$ cat config.mk
export PLATFORM = sky130hd
export DESIGN_NAME = go_to_point_steering_controller_core
export DESIGN_NICKNAME = d
export VERILOG_FILES = /design/src/rtl/gtp_pkg.sv /design/src/rtl/go_to_point_steering_controller_core.sv
export SDC_FILE = /design/constraint.sdc
export NUM_CORES = 2
export LEC_CHECK = 0
export ABC_AREA = 1
export CAP_MARGIN = 15
export CORE_AREA = 2 2 395 397
export CTS_BUF_LIST = sky130_fd_sc_hd__clkbuf_4 sky130_fd_sc_hd__clkbuf_8
export DETAILED_ROUTE_END_ITERATION = 12
export DIE_AREA = 0 0 397 399
export DONT_BUFFER_PORTS = 1
export HOLD_SLACK_MARGIN = 0.12
export MAX_ROUTING_LAYER = met4
export PLACE_DENSITY = 0.52
export SLEW_MARGIN = 20
export SYNTH_ARGS = -nofsm -noshare
export SYNTH_HDL_FRONTEND = slang
export SYNTH_SLANG_ARGS = --single-unit
$ cat constraint.sdc
create_clock -name clk -period 14.5 [get_ports clk]
set_input_delay 2.9 -clock clk [delete_from_list [all_inputs] [get_ports clk]]
set_output_delay 2.9 -clock clk [all_outputs]
set_load 0.005 [all_outputs]
$ cat src/rtl/gtp_pkg.sv
package gtp_pkg;

  // Field widths
  localparam int unsigned POS_W    = 24;
  localparam int unsigned DIFF_W   = 25;
  localparam int unsigned YAW_W    = 16;
  localparam int unsigned TOL_D_W  = 20;
  localparam int unsigned TOL_Y_W  = 15;
  localparam int unsigned GAIN_W   = 10;
  localparam int unsigned SPEED_W  = 16;
  localparam int unsigned RATE_W   = 18;
  localparam int unsigned STATUS_W = 3;
  localparam int unsigned DIST_W   = 24;
  localparam int unsigned CFG_W    = 24;
  localparam int unsigned IDX_W    = 3;

  // CORDIC datapath widths
  localparam int unsigned VEC_W    = 36;
  localparam int unsigned ANG_W    = 34;
  localparam int unsigned ATAN_W   = 30;
  localparam int unsigned BEAR_W   = 17;
  localparam int unsigned ERR_W    = 18;
  localparam int unsigned GUARD_BITS = 8;
  localparam int unsigned MAX_STEPS  = 32;
  localparam int unsigned CORDIC_STEPS_DEF = 16;

  // Shared multiplier and distance scaling
  localparam int unsigned MUL_A_W  = 25;
  localparam int unsigned MUL_B_W  = 19;
  localparam int unsigned PROD_W   = 44;
  localparam int unsigned ACC_W    = 60;
  localparam int unsigned SPLIT_W  = 18;

  localparam logic signed [ANG_W-1:0]  PI_Q30       = 34'sd3373259426;
  localparam logic signed [ERR_W-1:0]  PI_Q13       = 18'sd25736;
  localparam logic signed [ERR_W-1:0]  TWO_PI_Q13   = 18'sd51472;
  localparam logic [TOL_Y_W-1:0]       HALF_PI_Q13  = 15'd12868;
  localparam logic [DIST_W-1:0]        INV_GAIN_Q24 = 24'd10188014;
  localparam logic signed [35:0]       RATE_MAX     = 36'sd131071;
  localparam logic signed [35:0]       RATE_MIN     = -36'sd131072;

  // Register indexes on the configuration port
  typedef enum logic [IDX_W-1:0] {
    REG_TARGET_X         = 3'd0,
    REG_TARGET_Y         = 3'd1,
    REG_DIST_TOLERANCE   = 3'd2,
    REG_YAW_TOLERANCE    = 3'd3,
    REG_TURN_GAIN_MOVING = 3'd4,
    REG_TURN_GAIN_FINAL  = 3'd5,
    REG_LINEAR_GAIN      = 3'd6,
    REG_MAX_FWD_SPEED    = 3'd7
  } reg_idx_t;

  typedef enum logic [STATUS_W-1:0] {
    STAT_IDLE      = 3'd0,
    STAT_FIX_YAW   = 3'd1,
    STAT_GO        = 3'd2,
    STAT_SUCCEEDED = 3'd3,
    STAT_CANCELED  = 3'd4
  } status_t;

  typedef enum logic [1:0] {
    PH_IDLE      = 2'd0,
    PH_ACTIVE    = 2'd1,
    PH_SUCCEEDED = 2'd2,
    PH_CANCELED  = 2'd3
  } phase_t;

  typedef enum logic [1:0] {
    CMD_NONE       = 2'd0,
    CMD_TURN_MOVE  = 2'd1,
    CMD_TURN_FINAL = 2'd2,
    CMD_DRIVE      = 2'd3
  } cmd_t;

  typedef enum logic [3:0] {
    S_IDLE = 4'd0,
    S_DIFF = 4'd1,
    S_PRE  = 4'd2,
    S_ROT  = 4'd3,
    S_MLO  = 4'd4,
    S_MHI  = 4'd5,
    S_DIST = 4'd6,
    S_DEC  = 4'd7,
    S_CMD  = 4'd8,
    S_FIN  = 4'd9
  } state_t;

  // atan(2^-i) in Q.30 rad, truncated
  function automatic logic [ATAN_W-1:0] atan_q30(input logic [4:0] idx);
    logic [ATAN_W-1:0] r;
    unique case (idx)
      5'd0:  r = 30'd843314856;
      5'd1:  r = 30'd497837829;
      5'd2:  r = 30'd263043836;
      5'd3:  r = 30'd133525158;
      5'd4:  r = 30'd67021686;
      5'd5:  r = 30'd33543515;
      5'd6:  r = 30'd16775850;
      5'd7:  r = 30'd8388437;
      5'd8:  r = 30'd4194282;
      5'd9:  r = 30'd2097149;
      5'd10: r = 30'd1048575;
      5'd11: r = 30'd524287;
      5'd12: r = 30'd262143;
      5'd13: r = 30'd131071;
      5'd14: r = 30'd65535;
      5'd15: r = 30'd32767;
      5'd16: r = 30'd16383;
      5'd17: r = 30'd8191;
      5'd18: r = 30'd4095;
      5'd19: r = 30'd2047;
      5'd20: r = 30'd1023;
      5'd21: r = 30'd511;
      5'd22: r = 30'd255;
      5'd23: r = 30'd127;
      5'd24: r = 30'd63;
      5'd25: r = 30'd31;
      5'd26: r = 30'd15;
      5'd27: r = 30'd8;
      5'd28: r = 30'd4;
      5'd29: r = 30'd2;
      5'd30: r = 30'd1;
      default: r = 30'd0;
    endcase
    return r;
  endfunction

endpackage

$ cat src/rtl/go_to_point_steering_controller_core.sv
// One request at a time: in_ready is low while a request is in work, and a finished
// result waits in S_FIN until the output register is free. The vectoring CORDIC does
//   one rotation per cycle on a shared shifter/adder, and one 25x19 multiplier serves
//   distance and commands.
// A finished result sits in the output register while the next request is taken.
// Reset (rst_n low, synchronous): no goal active, configuration registers to defaults, output empty.
module go_to_point_steering_controller_core #(
  parameter int unsigned CORDIC_STEPS = gtp_pkg::CORDIC_STEPS_DEF
) (
  input  logic                                  clk,
  input  logic                                  rst_n,
  // configuration
  input  logic                                  cfg_wr_en,
  input  logic [gtp_pkg::IDX_W-1:0]             cfg_index,
  input  logic [gtp_pkg::CFG_W-1:0]             cfg_wr_data,
  // input channel
  input  logic                                  in_valid,
  output logic                                  in_ready,
  input  logic signed [gtp_pkg::POS_W-1:0]      in_current_x,
  input  logic signed [gtp_pkg::POS_W-1:0]      in_current_y,
  input  logic signed [gtp_pkg::YAW_W-1:0]      in_current_yaw,
  input  logic                                  in_cancel_request,
  // result channel
  output logic                                  out_valid,
  input  logic                                  out_ready,
  output logic [gtp_pkg::SPEED_W-1:0]           out_fwd_speed,
  output logic signed [gtp_pkg::RATE_W-1:0]     out_angular_rate,
  output logic [gtp_pkg::STATUS_W-1:0]          out_status,
  output logic [gtp_pkg::DIST_W-1:0]            out_distance_error,
  output logic signed [gtp_pkg::YAW_W-1:0]      out_heading_error,
  output logic                                  out_large_heading_error
);
  import gtp_pkg::*;

  localparam int unsigned ROT_N = (CORDIC_STEPS > MAX_STEPS) ? MAX_STEPS : CORDIC_STEPS;
  localparam logic [4:0]  ROT_LAST = 5'(ROT_N - 1);

  // Control state
  state_t state_r, state_nxt;
  phase_t phase_r, phase_nxt;
  logic   out_valid_r, out_valid_nxt;
  logic [4:0] cnt_r, cnt_nxt;

  // Configuration registers
  logic signed [POS_W-1:0] target_x_r, target_y_r;
  logic [TOL_D_W-1:0]      dist_tol_r;
  logic [TOL_Y_W-1:0]      yaw_tol_r;
  logic [GAIN_W-1:0]       gain_move_r, gain_final_r, lin_gain_r;
  logic [SPEED_W-1:0]      max_speed_r;

  // Datapath registers
  logic signed [POS_W-1:0]  cur_x_r, cur_x_nxt, cur_y_r, cur_y_nxt;
  logic signed [YAW_W-1:0]  yaw_r, yaw_nxt;
  logic                     cancel_r, cancel_nxt;
  logic signed [DIFF_W-1:0] dx_r, dx_nxt, dy_r, dy_nxt;
  logic                     zero_r, zero_nxt;
  logic signed [VEC_W-1:0]  vx_r, vx_nxt, vy_r, vy_nxt;
  logic signed [ANG_W-1:0]  z_r, z_nxt;
  logic signed [BEAR_W-1:0] bear_r, bear_nxt;
  logic signed [YAW_W-1:0]  err_r, err_nxt;
  logic [TOL_Y_W-1:0]       aerr_r, aerr_nxt;
  logic                     large_r, large_nxt;
  logic signed [PROD_W-1:0] prod_r, prod_nxt;
  logic [ACC_W-1:0]         acc_r, acc_nxt;
  logic [DIST_W-1:0]        dist_r, dist_nxt;
  cmd_t                     cmd_r, cmd_nxt;
  status_t                  stat_r, stat_nxt;

  // Output register
  logic [SPEED_W-1:0]        o_lin_r, o_lin_nxt;
  logic signed [RATE_W-1:0]  o_ang_r, o_ang_nxt;
  status_t                   o_stat_r, o_stat_nxt;
  logic [DIST_W-1:0]         o_dist_r, o_dist_nxt;
  logic signed [YAW_W-1:0]   o_err_r, o_err_nxt;
  logic                      o_large_r, o_large_nxt;

  // Shared multiplier
  logic signed [MUL_A_W-1:0] mul_a;
  logic signed [MUL_B_W-1:0] mul_b;
  logic signed [PROD_W-1:0]  mul_p;
  logic                      mul_en;

  // Combinational helpers
  logic signed [VEC_W-1:0]  dx_ext, dy_ext, sx, sy;
  logic signed [ANG_W-1:0]  atan_ext, z_rnd;
  logic signed [ERR_W-1:0]  err_raw, err_wrap;
  logic signed [YAW_W-1:0]  err_neg;
  logic [ACC_W-1:0]         dist_sum;
  logic                     far, misaligned, out_free;
  logic signed [PROD_W-1:0] rnd;
  logic [25:0]              lin_full;
  logic signed [35:0]       ang_full;
  logic [SPEED_W-1:0]       lin_cmd;
  logic signed [RATE_W-1:0] ang_cmd;

  assign mul_p = mul_a * mul_b;

  assign in_ready                = (state_r == S_IDLE);
  assign out_valid               = out_valid_r;
  assign out_fwd_speed           = o_lin_r;
  assign out_angular_rate        = o_ang_r;
  assign out_status              = o_stat_r;
  assign out_distance_error      = o_dist_r;
  assign out_heading_error       = o_err_r;
  assign out_large_heading_error = o_large_r;

  // Pre-rotation inputs, shift unit and atan term
  assign dx_ext   = VEC_W'(dx_r);
  assign dy_ext   = VEC_W'(dy_r);
  assign sx       = vx_r >>> cnt_r;
  assign sy       = vy_r >>> cnt_r;
  assign atan_ext = ANG_W'(atan_q30(cnt_r));
  assign z_rnd    = z_r + ANG_W'(65536);

  // Heading error and its wrap into (-pi, pi]
  always_comb begin
    err_raw = ERR_W'(bear_r) - ERR_W'(yaw_r);
    priority if (err_raw > PI_Q13) begin
      err_wrap = err_raw - TWO_PI_Q13;
    end else if (err_raw <= -PI_Q13) begin
      err_wrap = err_raw + TWO_PI_Q13;
    end else begin
      err_wrap = err_raw;
    end
  end

  assign err_neg    = -err_r;
  assign dist_sum   = acc_r + {prod_r[41:0], 18'b0};
  assign far        = dist_r > DIST_W'(dist_tol_r);
  assign misaligned = aerr_r > yaw_tol_r;
  assign out_free   = !out_valid_r || out_ready;

  // Round and saturate the commands from the product
  always_comb begin
    rnd      = prod_r + PROD_W'(128);
    lin_full = rnd[33:8];
    ang_full = rnd[43:8];
    lin_cmd  = (lin_full > 26'(max_speed_r)) ? max_speed_r : lin_full[SPEED_W-1:0];
    priority if (ang_full > RATE_MAX) begin
      ang_cmd = RATE_MAX[RATE_W-1:0];
    end else if (ang_full < RATE_MIN) begin
      ang_cmd = RATE_MIN[RATE_W-1:0];
    end else begin
      ang_cmd = ang_full[RATE_W-1:0];
    end
  end

  // Sequencer: next state and datapath
  always_comb begin
    state_nxt     = state_r;
    phase_nxt     = phase_r;
    out_valid_nxt = out_valid_r;
    cnt_nxt       = cnt_r;
    cur_x_nxt     = cur_x_r;
    cur_y_nxt     = cur_y_r;
    yaw_nxt       = yaw_r;
    cancel_nxt    = cancel_r;
    dx_nxt        = dx_r;
    dy_nxt        = dy_r;
    zero_nxt      = zero_r;
    vx_nxt        = vx_r;
    vy_nxt        = vy_r;
    z_nxt         = z_r;
    bear_nxt      = bear_r;
    err_nxt       = err_r;
    aerr_nxt      = aerr_r;
    large_nxt     = large_r;
    acc_nxt       = acc_r;
    dist_nxt      = dist_r;
    cmd_nxt       = cmd_r;
    stat_nxt      = stat_r;
    o_lin_nxt     = o_lin_r;
    o_ang_nxt     = o_ang_r;
    o_stat_nxt    = o_stat_r;
    o_dist_nxt    = o_dist_r;
    o_err_nxt     = o_err_r;
    o_large_nxt   = o_large_r;
    mul_en        = 1'b0;
    mul_a         = '0;
    mul_b         = '0;

    // drop the result once taken
    if (out_valid_r && out_ready) begin
      out_valid_nxt = 1'b0;
    end

    unique case (state_r)
      S_IDLE: begin
        if (in_valid) begin
          cur_x_nxt  = in_current_x;
          cur_y_nxt  = in_current_y;
          yaw_nxt    = in_current_yaw;
          cancel_nxt = in_cancel_request;
          state_nxt  = S_DIFF;
        end
      end
      S_DIFF: begin
        dx_nxt    = DIFF_W'(target_x_r) - DIFF_W'(cur_x_r);
        dy_nxt    = DIFF_W'(target_y_r) - DIFF_W'(cur_y_r);
        state_nxt = S_PRE;
      end
      S_PRE: begin
        // rotate into the right half plane, add guard bits
        zero_nxt = (dx_r == '0) && (dy_r == '0);
        if (dx_r[DIFF_W-1]) begin
          vx_nxt = (-dx_ext) <<< GUARD_BITS;
          vy_nxt = (-dy_ext) <<< GUARD_BITS;
          z_nxt  = dy_r[DIFF_W-1] ? -PI_Q30 : PI_Q30;
        end else begin
          vx_nxt = dx_ext <<< GUARD_BITS;
          vy_nxt = dy_ext <<< GUARD_BITS;
          z_nxt  = '0;
        end
        cnt_nxt   = '0;
        state_nxt = S_ROT;
      end
      S_ROT: begin
        // one vectoring rotation per cycle
        if (!vy_r[VEC_W-1]) begin
          vx_nxt = vx_r + sy;
          vy_nxt = vy_r - sx;
          z_nxt  = z_r + atan_ext;
        end else begin
          vx_nxt = vx_r - sy;
          vy_nxt = vy_r + sx;
          z_nxt  = z_r - atan_ext;
        end
        cnt_nxt = cnt_r + 5'd1;
        if (cnt_r == ROT_LAST) begin
          state_nxt = S_MLO;
        end
      end
      S_MLO: begin
        // low half of magnitude times 1/K; round the bearing to Q3.13
        mul_en    = 1'b1;
        mul_a     = MUL_A_W'(INV_GAIN_Q24);
        mul_b     = MUL_B_W'(vx_r[SPLIT_W-1:0]);
        bear_nxt  = zero_r ? '0 : z_rnd[ANG_W-1:17];
        state_nxt = S_MHI;
      end
      S_MHI: begin
        mul_en    = 1'b1;
        mul_a     = MUL_A_W'(INV_GAIN_Q24);
        mul_b     = MUL_B_W'(vx_r[2*SPLIT_W-1:SPLIT_W]);
        acc_nxt   = ACC_W'(prod_r) + (ACC_W'(1) << 31);
        err_nxt   = err_wrap[YAW_W-1:0];
        state_nxt = S_DIST;
      end
      S_DIST: begin
        dist_nxt  = (dist_sum[ACC_W-1:56] != '0) ? '1 : dist_sum[55:32];
        aerr_nxt  = err_r[YAW_W-1] ? err_neg[TOL_Y_W-1:0] : err_r[TOL_Y_W-1:0];
        state_nxt = S_DEC;
      end
      S_DEC: begin
        large_nxt = aerr_r > HALF_PI_Q13;
        cmd_nxt   = CMD_NONE;
        unique case (phase_r)
          PH_ACTIVE: begin
            priority if (far && cancel_r) begin
              phase_nxt = PH_CANCELED;
              stat_nxt  = STAT_CANCELED;
            end else if (far && misaligned) begin
              cmd_nxt  = CMD_TURN_MOVE;
              stat_nxt = STAT_FIX_YAW;
            end else if (far) begin
              cmd_nxt  = CMD_DRIVE;
              stat_nxt = STAT_GO;
            end else if (misaligned) begin
              cmd_nxt  = CMD_TURN_FINAL;
              stat_nxt = STAT_FIX_YAW;
            end else begin
              phase_nxt = PH_SUCCEEDED;
              stat_nxt  = STAT_SUCCEEDED;
            end
          end
          PH_SUCCEEDED: stat_nxt = STAT_SUCCEEDED;
          PH_CANCELED:  stat_nxt = STAT_CANCELED;
          PH_IDLE:      stat_nxt = STAT_IDLE;
        endcase
        state_nxt = S_CMD;
      end
      S_CMD: begin
        // gain times error or distance
        mul_en = 1'b1;
        unique case (cmd_r)
          CMD_TURN_MOVE: begin
            mul_a = MUL_A_W'(err_r);
            mul_b = MUL_B_W'(gain_move_r);
          end
          CMD_TURN_FINAL: begin
            mul_a = MUL_A_W'(err_r);
            mul_b = MUL_B_W'(gain_final_r);
          end
          CMD_DRIVE: begin
            mul_a = MUL_A_W'(dist_r);
            mul_b = MUL_B_W'(lin_gain_r);
          end
          CMD_NONE: begin
            mul_a = '0;
            mul_b = '0;
          end
        endcase
        state_nxt = S_FIN;
      end
      S_FIN: begin
        // hold until the output register is free
        if (out_free) begin
          out_valid_nxt = 1'b1;
          o_lin_nxt     = (cmd_r == CMD_DRIVE) ? lin_cmd : '0;
          o_ang_nxt     = ((cmd_r == CMD_TURN_MOVE) || (cmd_r == CMD_TURN_FINAL)) ?
                          ang_cmd : '0;
          o_stat_nxt    = stat_r;
          o_dist_nxt    = dist_r;
          o_err_nxt     = err_r;
          o_large_nxt   = large_r;
          state_nxt     = S_IDLE;
        end
      end
      default: state_nxt = S_IDLE;
    endcase

    // a target write starts a new goal
    if (cfg_wr_en && ((reg_idx_t'(cfg_index) == REG_TARGET_X) ||
                      (reg_idx_t'(cfg_index) == REG_TARGET_Y))) begin
      phase_nxt = PH_ACTIVE;
    end
  end

  assign prod_nxt = mul_en ? mul_p : prod_r;

  // Control state
  always_ff @(posedge clk) begin
    if (!rst_n) begin
      state_r     <= S_IDLE;
      phase_r     <= PH_IDLE;
      out_valid_r <= 1'b0;
    end else begin
      state_r     <= state_nxt;
      phase_r     <= phase_nxt;
      out_valid_r <= out_valid_nxt;
    end
  end

  // Configuration registers
  always_ff @(posedge clk) begin
    if (!rst_n) begin
      target_x_r   <= '0;
      target_y_r   <= '0;
      dist_tol_r   <= 20'd102;
      yaw_tol_r    <= 15'd1638;
      gain_move_r  <= 10'd128;
      gain_final_r <= 10'd179;
      lin_gain_r   <= 10'd128;
      max_speed_r  <= 16'd819;
    end else if (cfg_wr_en) begin
      unique case (reg_idx_t'(cfg_index))
        REG_TARGET_X:         target_x_r   <= cfg_wr_data[POS_W-1:0];
        REG_TARGET_Y:         target_y_r   <= cfg_wr_data[POS_W-1:0];
        REG_DIST_TOLERANCE:   dist_tol_r   <= cfg_wr_data[TOL_D_W-1:0];
        REG_YAW_TOLERANCE:    yaw_tol_r    <= cfg_wr_data[TOL_Y_W-1:0];
        REG_TURN_GAIN_MOVING: gain_move_r  <= cfg_wr_data[GAIN_W-1:0];
        REG_TURN_GAIN_FINAL:  gain_final_r <= cfg_wr_data[GAIN_W-1:0];
        REG_LINEAR_GAIN:      lin_gain_r   <= cfg_wr_data[GAIN_W-1:0];
        REG_MAX_FWD_SPEED:    max_speed_r  <= cfg_wr_data[SPEED_W-1:0];
      endcase
    end
  end

  // Datapath and output payload
  always_ff @(posedge clk) begin
    cnt_r     <= cnt_nxt;
    cur_x_r   <= cur_x_nxt;
    cur_y_r   <= cur_y_nxt;
    yaw_r     <= yaw_nxt;
    cancel_r  <= cancel_nxt;
    dx_r      <= dx_nxt;
    dy_r      <= dy_nxt;
    zero_r    <= zero_nxt;
    vx_r      <= vx_nxt;
    vy_r      <= vy_nxt;
    z_r       <= z_nxt;
    bear_r    <= bear_nxt;
    err_r     <= err_nxt;
    aerr_r    <= aerr_nxt;
    large_r   <= large_nxt;
    prod_r    <= prod_nxt;
    acc_r     <= acc_nxt;
    dist_r    <= dist_nxt;
    cmd_r     <= cmd_nxt;
    stat_r    <= stat_nxt;
    o_lin_r   <= o_lin_nxt;
    o_ang_r   <= o_ang_nxt;
    o_stat_r  <= o_stat_nxt;
    o_dist_r  <= o_dist_nxt;
    o_err_r   <= o_err_nxt;
    o_large_r <= o_large_nxt;
  end

endmodule

# [Yosys cells after proc, flatten, opt, wreduce, memory -nomap -nowiden]
# Memory sizes are Yosys's and may differ from the RTL's. A register that Yosys moved wholly into a read port is not among the register bits.
# Cells that the tools add are included.
# Widths: inputs -> output; s select.
[totals] register_bits=623 inputBits=97 mem_count=1 romBits=960 word_cells=190 out_inout_bits=80
[op_classes] n_eq_ne=32 bitwise_logic=3 reduce_logical=39 order_cmp=8 add_sub_neg=19 n_mul=1 shift=2 mux=45
[memory_table] memory="(no name shown)" words=32 word_bits=30 read_ports=1 rd_ports_with_merged_regs=1 write_ports=0 line_no="gtp_pkg.sv:92" rtl="unique case (idx)"
[ops] operator="$mux 36" count=4
[ops] operator="$pmux 36 s2" count=2
[ops] operator="$mux 34" count=3
[ops] operator="$pmux 19 s4" count=1
[ops] operator="$pmux 25 s3" count=1
[ops] operator="$add 36x36->36" count=2
[ops] operator="$sshr 36x5->36" count=2
[ops] operator="$sub 36x36->36" count=2
[ops] operator="$pmux 34 s2" count=1
[ops] operator="$add 60x60->60" count=1
[ops] operator="$pmux 19 s3" count=1
[ops] operator="$neg 25->28" count=2
[ops] operator="$logic_not 25->1" count=2
[ops] operator="$pmux 25 s2" count=1
[ops] operator="$sub 24x24->25" count=2
[ops] operator="$mux 16" count=3
[ops] operator="$add 44x33->45 const B" count=1
[ops] operator="$add 44x9->44 const B" count=1
[ops] operator="$mul 25x19->44" count=1
[ops] operator="$pmux 4 s10" count=1
[ops] operator="$gt 36x18->1 const B" count=1
[ops] operator="$lt 36x18->1 const B" count=1
[ops] operator="$add 34x18->34 const B" count=1
[ops] operator="$add 34x31->34" count=1
[ops] operator="other kinds (50)" count=111

# [Depth between registers and ports, before layout]
[depth] ltp_word=8 depth_mapped=37 depth_no_buf=35

# [Least setup slack after synthesis]
# Ideal clock, no wire load.
[synth_timing] kind="input port to flip-flop" start="input port out_ready" end="register o_ang_r[0], in the netlist out_angular_rate[0] (enable)" arrival_time_ps=10310 slack_ps=3483 setup_time_ps=707 cell_stages=2 cell_sequence="nor2_1 nor4_1"
[synth_via] elab_chain_len=2
[synth_lines] element="start, declared" line_no="go_to_point_steering_controller_core.sv:25" rtl="input logic out_ready,"
[synth_lines] element="$logic_or 1x1->1" line_no="go_to_point_steering_controller_core.sv:131" rtl="assign out_free = !out_valid_r || out_ready;"
[synth_lines] element="$reduce_and 2->1 (no source line)"
[synth_lines] element="end signal, assigned" line_no="go_to_point_steering_controller_core.sv:392" rtl="o_ang_r <= o_ang_nxt;"
[synth_lines] element="end, declared" line_no="go_to_point_steering_controller_core.sv:71" rtl="logic signed [RATE_W-1:0] o_ang_r, o_ang_nxt;"
# Every way passes these cells.
# A chain may end at the register's enable or synchronous reset.

# [Worst setup path in the final report]
[layout_timing] start="register state_r[1]" end="register prod_r[39], data pin"
[layout_via] elab_chain_len=4 elab_cells_between_ends=7
[layout_lines] element="start, declared" line_no="go_to_point_steering_controller_core.sv:39" rtl="state_t state_r, state_nxt;"
[layout_lines] element="start signal, assigned" line_no="go_to_point_steering_controller_core.sv:338" rtl="state_r <= state_nxt;"
[layout_lines] element="$eq 4x3->1" line_no="go_to_point_steering_controller_core.sv:187" rtl="unique case (state_r)"
[layout_lines] element="$reduce_or 2->1 (no source line)"
[layout_lines] element="$pmux 25 s2" line_no="go_to_point_steering_controller_core.sv:187"
[layout_lines] element="$mul 25x19->44 (*)" line_no="go_to_point_steering_controller_core.sv:96" rtl="assign mul_p = mul_a * mul_b;"
[layout_lines] element="net mul_p[39]" line_no="go_to_point_steering_controller_core.sv:80" rtl="logic signed [PROD_W-1:0] mul_p;"
[layout_lines] element="end signal, assigned" line_no="go_to_point_steering_controller_core.sv:386" rtl="prod_r <= prod_nxt;"
[layout_lines] element="end, declared" line_no="go_to_point_steering_controller_core.sv:63" rtl="logic signed [PROD_W-1:0] prod_r, prod_nxt;"
# The timed path passes the listed nets; every way through them passes the cells marked *.

==> metrics.md <==
| Metric | Value |
|---|---|
| Final Setup Violations | `0` |
| Die Area | `158,000 sq um` |
| Setup CP Type | `flip-flop to flip-flop` |
| Worst Tran Pin Value | `1100 ps` |
| Tmin final | `~9200 ps` |
| Port bufs | `0` |
| Row cnt | `144` |
| Total grt overflow | `0` |
| Clk sinks | `620` |
| Area Overhead vs Synth | `7.99%` |
| CP max FO | `31` |
| DRT iter0 DRCs | `approximately 4,800` |
| Arrival time worst endpoint | `around 10000 ps` |
| Largest net degree at the start of global routing | `around 130` |
| Async set-or-reset flop fraction in the synthesized netlist | `0` |
| Initial antenna violation count | `16` |
| Post-CTS setup buffer count | `0` |
| Fillers | `15,914` |
| Sequential element share of the synthesized area | `0.276` |
| DIE HEIGHT | `399 um` |
| Startpoint types | `flip-flop` |
| Worst path max stage delay | `830 ps` |
| First-pass GRT wire length | `330 mm` |
| Core area | `around 150,000 sq um` |
| Post-Place Cell Area | `approximately 64,000 sq um` |
| Final Cell Area | `66,300 sq um` |
| CP required | `15,130 ps` |
| Synth Cell Area | `~61,000 sq um` |
| Via density | `5.28` |
| Final hold violations | `0` |
| Worst Clk Skew | `109 ps` |
| Post-cts sizing count | `0` |
| CTS Buf Count | `between 100 and 150` |
| F_max | `0.108 GHz` |
| Cell mode on critical path | `inv_1` |
| TNS Setup | `0 ps` |
| H-tree Lvls | `3` |
| DRT Wirelength | `~220 mm` |
| Status | `complete, no violations` |
| Cts hold-fix bufs | `0` |
| Fin util | `0.432` |
| Starting Density | `0.400` |
| Synth top area share | `0.222` |
| CP Capture Type | `flip-flop` |
| Io pins | `around 180` |
| Detailed-route wire length per cell | `approximately 21 um` |
| Tcrit/Tclk final | `0.637` |
| Final Max Slew Viols | `0` |
| Number of flops mapped to enable cells by yosys | `about 450` |
| CP max stage cell | `fa_1` |
| CP delay by family, top | `adder cells` |
| Sequential cell area | `about 17,000 sq um` |
| Vias | `54,300` |
| Clock-pin slew on the worst setup and hold paths | `roughly 70 ps` |
| Slew headroom | `0.265` |
| Syn Inst Count | `between 8,000 and 9,000` |
| Die X | `a little under 400 um` |
| Clock Path Buffers | `3` |
| Synth area leaders | `edfxtp_1 22%, fa_1 15%, nand2_1 9.7%` |
| Critical path buffers and inverters | `8` |
| Tot Pwr | `just over 9 mW` |
| Worst Hold Class | `flip-flop to flip-flop` |
| Final #Nets | `9,065` |
| Post-Syn Area per Cell | `7.59 sq um` |
| P per Cell Area | `roughly 140 nW/um^2` |
| Vias in the first global route | `between 50,000 and 60,000` |
| Clk_lat worst skew | `between 900 and 1000 ps` |
| Hpwl dp | `175 mm` |
| CTS tree | `done` |
| DRT Pass-1 Iters | `5` |
| VDD IR-drop max | `0.000102 V` |
| Yosys reg bits | `between 600 and 700` |
| Distinct cells, synth | `73` |
| Overall Global Routing Usage | `0.283` |
| DRC viols | `0` |
| Hold Worst Slack | `between 400 and 500 ps` |
| Antenna viol nets, final | `0` |
| Layout cell share with drive strength beyond 1 | `0.0482` |
| Main synth FF type | `edfxtp_1` |
| Unrepaired setup endpoints after global routing | `no` |
| Maxcap violations | `0` |
| Final Wtd Congestion | `around 1` |
| Synth warn | `0` |
| CTS root buffer | `clkbuf_8` |
| Leakage | `around 31 nW` |
| Synth area leader | `edfxtp_1` |
| Area of the multi-input gates | `about 38,000 sq um` |
==> kinds of logic (layout without fill, tap and decap cells) <==
| kind of cell | count (synthesis) | count (layout) | share of synthesized area |
|---|---|---|---|
| flip-flops | 620 | 620 | 0.276 |
| AND/OR/NAND/NOR | 3347 | 3347 | 0.230 |
| XOR/XNOR | 293 | 293 | 0.0418 |
| adder cells (fa/ha/maj) | 848 | 848 | 0.228 |
| other | 2 | 101 | 0.000122 |
| multiplexers | 1 | 1 | 0.000163 |
| AO/OA/AOI/OAI | 1313 | 1313 | 0.119 |
| buffers and inverters | 1664 | 1713 | 0.105 |
==> report_power, final <==
part / internal (mW) / switching [mW] / total [mW]
registers: 2.20 / 0.222 / 2.42
logic: 1.58 / 3.24 / 4.82
clock network: 1.04 / 0.879 / 1.92
==> placed cells by master (no fill, tap or decap), types with 39 or more instances in the layout <==
cell type / Yosys / layout
a21oi_1: 509 / 509
buf_4: 11 / 48
clkbuf_4: 0 / 39
clkbuf_8: 0 / 132
conb_1: 2 / 89
dfxtp_1: 166 / 166
edfxtp_1: 454 / 454
fa_1: 451 / 451
ha_1: 397 / 397
inv_1: 1414 / 1412
nand2_1: 1594 / 1594
nand2_2: 39 / 39
nand3_1: 603 / 603
nand4_1: 53 / 53
nor2_1: 842 / 835
nor3_1: 103 / 102
o21ai_0: 490 / 489
xnor2_1: 96 / 96
xor2_1: 197 / 197
==> state kept, by name (all words and copies together) (netlist names), 16 cells and up <==
signal              count
acc_r                  27
atan_ext               30
bear_r                 17
cur_x_r                24
cur_y_r                24
dist_r                 24
dist_tol_r             20
dx_r                   25
dy_r                   25
err_r                  16
max_speed_r            16
out_angular_rate       18
out_distance_error     24
out_fwd_speed          16
out_heading_error      16
prod_r                 44
target_x_r             24
target_y_r             24
vx_r                   36
vy_r                   36
yaw_r                  16
z_r                    34
==> final cells by class <==
| cell class | instances | area share |
|---|---|---|
| sequential | 620 | 0.256 |
| clock buffer | 171 | 0.0318 |
| inverter | 1442 | 0.0817 |
| antenna | 12 | 0.000453 |
| timing repair buffer | 48 | 0.00543 |
| multi-input combinational | 5891 | 0.579 |
| clock inverter | 52 | 0.00745 |
| tap | 2044 | 0.0386 |
==> synth_stat cells (all sizes together), types with 3 or more instances <==
master and instances:
a21oi 509, o31ai 15, clkinv 15, inv 1427, a211oi 10, and3 4, o2111ai 8, a2111oi 4
a21boi 18, buf 97, nor3b 5, nand4 53, and2 4, nor4 23, xnor2 96, a22oi 6
or2 13, o221ai 11, nor2 871, a221oi 16, o21bai 15, a22o 20, edfxtp 454, nor3 107
ha 397, clkbuf 125, a31oi 33, dfxtp 166, o21a 30, nand2 1635, o22ai 33, o211ai 22
xor2 197, nand3 609, o21ai 534, a221o 3, nand3b 20, fa 451, a21o 16
==> final timing paths <==
check | slack [ps] | startpoint | end | cells past startpoint
worst max register to register | 5270 | state_r[1] | prod_r[39] | 27
worst min-delay path | 420 | stat_r[2] | out_status[2] | 0
worst min register to register | 420 | stat_r[2] | out_status[2] | 0
worst max-delay path | 5270 | state_r[1] | prod_r[39] | 27
==> per-stage QoR <==
stage | cells | worst slack, ps
floorplan | 8175 | 3480
global placement | 10045 | 5070
detailed placement | 10045 | 5190
CTS | 10268 | 5170
global route | 10277 | 4410
finish | 10280 | 5270
==> layer usage <==
| metal | GRT usage | share of wire |
|---|---|---|
| met1 | 0.388 | 0.46 |
| met2 | 0.437 | 0.45 |
| met3 | 0.0409 | 0.063 |
| met4 | 0.0780 | 0.030 |
| met5 | - | 0 |
No activity file was read; power rests on OpenSTA's default activity.
